**config.mk**
```make
export PLATFORM = sky130hd
export DESIGN_NAME = next_permutation_stepper_core
export DESIGN_NICKNAME = d
export VERILOG_FILES = /design/src/rtl/nps_pkg.sv /design/src/rtl/nps_free_scan.sv /design/src/rtl/next_permutation_stepper_core.sv
export SDC_FILE = /design/constraint.sdc
export NUM_CORES = 1
export LEC_CHECK = 0
export ABC_AREA = 1
export BUFFER_PORTS_ARGS = -buffer_cell sky130_fd_sc_hd__buf_2
export CORE_MARGIN = 4
export CORE_UTILIZATION = 60
export DETAILED_ROUTE_END_ITERATION = 6
export GPL_TIMING_DRIVEN = 1
export HOLD_SLACK_MARGIN = 0.03
export PLACE_DENSITY = 0.77
export SYNTH_ARGS = -nofsm -noshare
export SYNTH_HDL_FRONTEND = slang
export SYNTH_SLANG_ARGS = --single-unit
```
**constraint.sdc**
```tcl
create_clock -name clk -period 5.2 [get_ports clk]
set_input_delay 1.04 -clock clk [delete_from_list [all_inputs] [get_ports clk]]
set_output_delay 1.04 -clock clk [all_outputs]
set_load 0.03 [all_outputs]
```
**src/rtl/nps_pkg.sv**
```systemverilog
package nps_pkg;

	localparam int MAX_RANK   = 8;
	localparam int DIGIT_BITS = 4;
	localparam int ORDER_BITS = 32;
	localparam int SLOTS      = ORDER_BITS / DIGIT_BITS;
	localparam int VALS       = 1 << DIGIT_BITS;
	localparam int RANK_CAP   = (MAX_RANK < SLOTS) ? MAX_RANK : SLOTS;
	localparam int RANK_BITS  = 4;
	localparam int IDX_BITS   = (SLOTS > 1) ? $clog2(SLOTS) : 1;

	typedef logic [ORDER_BITS-1:0] order_t;
	typedef logic [DIGIT_BITS-1:0] digit_t;
	typedef logic [DIGIT_BITS:0]   bound_t;
	typedef logic [VALS-1:0]       used_t;
	typedef logic [RANK_BITS-1:0]  rank_t;
	typedef logic [IDX_BITS-1:0]   idx_t;

	typedef enum logic [2:0] {
		ST_IDLE,
		ST_SCAN,
		ST_SEARCH,
		ST_FILL,
		ST_DONE
	} state_t;

	typedef struct packed {
		logic   found;
		digit_t value;
	} scan_res_t;

	function automatic digit_t get_digit(input order_t o, input idx_t i);
		return o[int'(i) * DIGIT_BITS +: DIGIT_BITS];
	endfunction

	function automatic order_t put_digit(input order_t o, input idx_t i, input digit_t v);
		order_t r;
		r = o;
		r[int'(i) * DIGIT_BITS +: DIGIT_BITS] = v;
		return r;
	endfunction

	function automatic used_t val_bit(input digit_t v);
		return used_t'(1) << v;
	endfunction

	// Identity ordering: digits below rank hold their own position, others zero.
	function automatic order_t identity(input rank_t r);
		order_t o;
		o = '0;
		for (int i = 0; i < SLOTS; i++) begin
			if (i < int'(r))
				o[i * DIGIT_BITS +: DIGIT_BITS] = digit_t'(i);
		end
		return o;
	endfunction

endpackage

```
**src/rtl/nps_free_scan.sv**
```systemverilog
// Lowest value at or above lo and below lim that is not yet in the used set.
module nps_free_scan (
	input  nps_pkg::used_t     used,
	input  nps_pkg::bound_t    lo,
	input  nps_pkg::rank_t     lim,
	output nps_pkg::scan_res_t res
);
	import nps_pkg::*;

	used_t cand;

	always_comb begin
		for (int v = 0; v < VALS; v++) begin
			cand[v] = !used[v] && (bound_t'(v) >= lo) && (bound_t'(v) < bound_t'(lim));
		end
	end

	always_comb begin
		res = '0;
		for (int v = VALS - 1; v >= 0; v--) begin
			if (cand[v]) begin
				res.found = 1'b1;
				res.value = digit_t'(v);
			end
		end
	end

endmodule

```
**src/rtl/next_permutation_stepper_core.sv**
```systemverilog
// Next-permutation stepper.
// Holds an ordering of up to eight indices, one 4-bit digit each, digit 0 in
// bits 3:0 and most significant in lexicographic order. The rank register is
// written through cfg_we / cfg_wdata by the user, only while the block is idle;
// the block does not enforce this. Input channel (in_valid / in_ready): one
// beat carries start_over. A beat with start_over set loads the identity
// ordering; a clear one steps to the next ordering in lexicographic order.
// Past the last ordering the block returns to identity and flags exhausted.
// Output channel (out_valid / out_ready): one beat per input beat, carrying
// the new ordering and the exhausted flag.
// At rank zero an advance leaves the ordering unchanged. An advance walks the
// shared free-value scan unit over the digits: it scans for the first
// repeated digit, searches for a digit to bump, refills the tail and posts.
// A restart or rank zero goes straight to posting.
// One beat is in flight at a time.
// The result sits in an output register; a stalled receiver holds it there
// while the next input beat is already taken and worked on.
// Reset clears the ordering and the rank to zero and empties the output.
module next_permutation_stepper_core (
	input  logic                clk,
	input  logic                arst_n,
	input  logic                cfg_we,
	input  nps_pkg::rank_t      cfg_wdata,
	input  logic                in_valid,
	output logic                in_ready,
	input  logic                start_over,
	output logic                out_valid,
	input  logic                out_ready,
	output nps_pkg::order_t     ordering,
	output logic                exhausted
);
	import nps_pkg::*;

	state_t    state_q, state_d;
	rank_t     rank_q;
	rank_t     r_eff;
	order_t    order_q, order_d;
	used_t     used_q, used_d;
	idx_t      idx_q, idx_d;
	logic      exh_q, exh_d;
	order_t    res_order_q;
	logic      res_exh_q;
	logic      out_valid_q;
	logic      in_acc;
	logic      post;
	logic      last;
	digit_t    cur_digit;
	digit_t    prev_digit;
	bound_t    scan_lo;
	scan_res_t scan;

	assign r_eff      = (rank_q > rank_t'(RANK_CAP)) ? rank_t'(RANK_CAP) : rank_q;
	assign in_ready   = (state_q == ST_IDLE);
	assign in_acc     = in_valid && in_ready;
	assign post       = (state_q == ST_DONE) && (!out_valid_q || out_ready);
	assign last       = (rank_t'(idx_q) + rank_t'(1)) == r_eff;
	assign cur_digit  = get_digit(order_q, idx_q);
	assign prev_digit = get_digit(order_q, idx_q - idx_t'(1));

	// Search bumps the current digit; fill takes the lowest free value.
	assign scan_lo = (state_q == ST_SEARCH) ? (bound_t'(cur_digit) + bound_t'(1)) : '0;

	nps_free_scan u_scan (
		.used (used_q),
		.lo   (scan_lo),
		.lim  (r_eff),
		.res  (scan)
	);

	// Next state.
	always_comb begin
		state_d = state_q;
		unique case (state_q)
			ST_IDLE: begin
				if (in_acc) begin
					if (start_over || r_eff == '0)
						state_d = ST_DONE;
					else
						state_d = ST_SCAN;
				end
			end
			ST_SCAN: begin
				// stop at the first repeated digit or at the last one
				if (used_q[cur_digit] || last)
					state_d = ST_SEARCH;
			end
			ST_SEARCH: begin
				if (scan.found)
					state_d = last ? ST_DONE : ST_FILL;
				else if (idx_q == '0)
					state_d = ST_DONE;
			end
			ST_FILL: begin
				if (last)
					state_d = ST_DONE;
			end
			ST_DONE: begin
				if (!out_valid_q || out_ready)
					state_d = ST_IDLE;
			end
			default: state_d = ST_IDLE;
		endcase
	end

	// Working registers.
	always_comb begin
		order_d = order_q;
		used_d  = used_q;
		idx_d   = idx_q;
		exh_d   = exh_q;
		unique case (state_q)
			ST_IDLE: begin
				if (in_acc) begin
					exh_d  = 1'b0;
					used_d = '0;
					idx_d  = '0;
					if (start_over)
						order_d = identity(r_eff);
				end
			end
			ST_SCAN: begin
				// on exit, used holds the distinct prefix below idx
				if (!used_q[cur_digit] && !last) begin
					used_d = used_q | val_bit(cur_digit);
					idx_d  = idx_q + idx_t'(1);
				end
			end
			ST_SEARCH: begin
				if (scan.found) begin
					order_d = put_digit(order_q, idx_q, scan.value);
					used_d  = used_q | val_bit(scan.value);
					idx_d   = idx_q + idx_t'(1);
				end else if (idx_q == '0) begin
					order_d = identity(r_eff);
					exh_d   = 1'b1;
				end else begin
					// drop the digit left of this one from the prefix set
					used_d = used_q & ~val_bit(prev_digit);
					idx_d  = idx_q - idx_t'(1);
				end
			end
			ST_FILL: begin
				order_d = put_digit(order_q, idx_q, scan.value);
				used_d  = used_q | val_bit(scan.value);
				idx_d   = idx_q + idx_t'(1);
			end
			ST_DONE: begin
			end
			default: begin
			end
		endcase
	end

	always_ff @(posedge clk or negedge arst_n) begin
		if (!arst_n) begin
			state_q     <= ST_IDLE;
			rank_q      <= '0;
			order_q     <= '0;
			out_valid_q <= 1'b0;
		end else begin
			state_q <= state_d;
			order_q <= order_d;
			if (cfg_we)
				rank_q <= cfg_wdata;
			if (post)
				out_valid_q <= 1'b1;
			else if (out_ready)
				out_valid_q <= 1'b0;
		end
	end

	always_ff @(posedge clk) begin
		used_q <= used_d;
		idx_q  <= idx_d;
		exh_q  <= exh_d;
		if (post) begin
			res_order_q <= order_q;
			res_exh_q   <= exh_q;
		end
	end

	assign out_valid = out_valid_q;
	assign ordering  = res_order_q;
	assign exhausted = res_exh_q;

endmodule

```
==> metrics.md <==
| Metric | Value |
|---|---|
| Run status | completed |
| Placer Congestion | between 1 and 1.5 |
| Final Skew | around 0.01 ns |
| # IOs | 45 |
| Average wire per standard cell | ~20 microns |
| CTS tree | built |
| Busiest layer in global routing | met2 |
| Layout net count | roughly 830 |
| Req. time, crit path | ~5.4 ns |
| Grt ovf | 0 |
| Yosys cell types | between 50 and 60 |
| H-tree levels | 3 |
| Critical path endpoint category | register |
| Synthesized Nets | just under 800 |
| Worst endpoint data arrival time | between 4 and 5 ns |
| Vias in the first global route | ~5500 |
| Share of layout cells above drive strength 1 | 0.144 |
| DIE AREA | about 12000 sq um |
| Final WL | 18400 microns |
| Fin crit share | 0.798 |
| Initial Util | 0.617 |
| Area delta synth->final | 7.41% |
| DR pass1 iterations | 6 |
| Final Critical Period | approximately 4.2 ns |
| CTS resizes | 0 |
| Prevailing post-synth register cell | edfxtp_1 |
| First-pass GRT wire length | 28900 microns |
| Post-route DRC | 0 |
| Synthesized flop and latch total | 93 |
| Root buffer cell | clkbuf_8 |
| Grt met1 use | 0.417 |
| Final WS setup | roughly 1.0 ns |
| Remaining antenna violation count | 0 |
| Placeable Area | approximately 9800 sq um |
| Die Y | 108 microns |
| Syn Area/Cell | 7.85 sq um |
| Tot GR Track Use | 0.325 |
| Slew at the pin closest to its max-slew limit | about 0.96 ns |
| Final setup fails | 0 |
| Antenna diodes | 0 |
| Yosys Warn Count | 0 |
| Max Cap Viol | 0 |
| Later-pin clock latency in the skew report | ~0.38 ns |
| Max-slew violations | 0 |
| Die X | approximately 110 microns |
| Setup TNS | 0 ns |
| Startpoint Class | register |
| Clock tree buffer depth | 2 |
| Met3 usage | 0.0728 |
| Kind of critical path | reg -> reg |
| TritonCTS Buffers | 9 |
| Via count | 5761 |
| Post-CTS Hold Fix Bufs | 0 |
| Largest net degree at the start of global routing | 41 |
| Antenna violations before repair | 0 |
| Commonest non-fill, non-tap cell in the layout | nand2_1 |
| Initial DRC count | ~670 |
| Post-synth EDFFs | 53 |
| RSZ-0062 raised after global routing | no |
| WHS | 0.445 ns |
| Sink Count | 93 |
| Worst rel slew slack | 0.359 |
| DPL Wire Length | 13600 microns |
| Commonest non-fill, non-tap cells in the layout | nand2_1 (158), inv_1 (100), nor2_1 (61), o21ai_0 (56), edfxtp_1 (53) |
| CP Max Fanout | 36 |
| Worst hold path type | reg -> reg |
| Clk slew on worst S/H paths | 0.10 ns |
| # port buffers | 44 |
| Fillers | 825 |
| Row cnt | 36 |
| Cells after Synth | between 700 and 800 |
| Register area share after synthesis | 0.430 |
| Setup Fix Bufs, Post-CTS | 0 |
| Mapped Area | roughly 6000 sq um |
| Asr flop ratio synth | 0.430 |
| Vias per Instance | 6.12 |
| Hold Violations, Final | 0 |
| Place WS | 1.21 ns |
| Max Clock Freq | around 240 MHz |
| GRT met2 Usage | 0.538 |
==> final timing paths <==
kind / start / to / slack (ns) / cells past startpoint
worst max-delay path: idx_q[0]$_DFFE_PP_ / used_q[12]$_DFFE_PP_ / 1.05 / 13
worst min-delay path: exh_q$_DFFE_PP_ / exhausted$_DFFE_PP_ / 0.45 / 0
worst max register to register: idx_q[0]$_DFFE_PP_ / used_q[12]$_DFFE_PP_ / 1.05 / 13
worst min register to register: exh_q$_DFFE_PP_ / exhausted$_DFFE_PP_ / 0.45 / 0
max in group asynchronous: arst_n / order_q[8]$_DFFE_PN0P_ / 3.79 / 1
min in group asynchronous: arst_n / state_q[1]$_DFFE_PN0P_ / 0.78 / 1
==> cells in the mapped netlist (5+ instances only) <==
| master | n | area (sq um) |
|---|---|---|
| nand2_1 | 158 | 593 |
| inv_1 | 100 | 375 |
| nor2_1 | 62 | 233 |
| o21ai_0 | 56 | 280 |
| edfxtp_1 | 53 | 1590 |
| nand3_1 | 52 | 260 |
| a21oi_1 | 43 | 215 |
| dfrtp_1 | 40 | 1000 |
| o21ai_1 | 21 | 105 |
| a31oi_1 | 19 | 119 |
| nor3_1 | 17 | 85.1 |
| ha_1 | 12 | 150 |
| clkbuf_1 | 10 | 37.5 |
| inv_2 | 9 | 33.8 |
| buf_2 | 8 | 40.0 |
| nand2_2 | 8 | 50.1 |
| o211ai_1 | 8 | 60.1 |
| a21oi_2 | 7 | 61.3 |
| nand4_1 | 7 | 43.8 |
| buf_6 | 6 | 67.6 |
| o221ai_1 | 6 | 52.6 |
| o22ai_1 | 6 | 37.5 |
| nand2_4 | 5 | 56.3 |
| o21bai_1 | 5 | 37.5 |
==> kinds of logic after synthesis <==
group           synth area share
compound gates             0.191
flops                      0.430
buf+inv                   0.0996
simple gates               0.251
fa+ha+maj                 0.0249
xor+xnor                 0.00290
==> layout make-up <==
type / instances / area, sq um / share of cell area
tap: 133 / 166 / 0.0257
clock inverter: 6 / 38.8 / 0.00599
sequential: 93 / 2590 / 0.400
clock buffer: 10 / 128 / 0.0197
timing repair buffer: 51 / 273 / 0.0421
inverter: 115 / 439 / 0.0678
multi-input combinational: 533 / 2840 / 0.439
==> registers in the layout, summed over array words and instances (netlist names) <==
| signal | cells |
|---|---|
| out_valid | 1 |
| exh_q | 1 |
| state_q | 3 |
| order_q | 32 |
| used_q | 16 |
| idx_q | 3 |
| exhausted | 1 |
| rank_q | 4 |
| ordering | 32 |
==> critical path, cell delays in order (launching register included) <==
cell and delay, ns:
edfxtp_1 0.61, inv_6 0.19, ha_1 0.82, clkinv_1 0.35, buf_4 0.30, a21oi_1 0.12, o21ai_0 0.09, nand2_1 0.07
nor2_1 0.04, a31oi_1 0.53, inv_1 0.18, nand2_1 0.25, nor3_1 0.08, o32ai_1 0.29
==> per-layer routing <==
layer	routed length, microns	part of all wire
met4	716	0.039
met1	7230	0.39
met3	1720	0.094
met2	8690	0.47
met5	0	0
==> metrics by stage <==
step | cells | cell area [sq um] | utilization
global route | 941 | 6480 | 0.663
floorplan | 768 | 6030 | -
global placement | 925 | 6310 | 0.646
detailed placement | 925 | 6310 | 0.646
finish | 941 | 6480 | 0.663
CTS | 941 | 6480 | 0.663
Power is left out: the tool's default activity adds up to more than one toggle a clock period on the data nets, which glitch-free logic cannot reach.
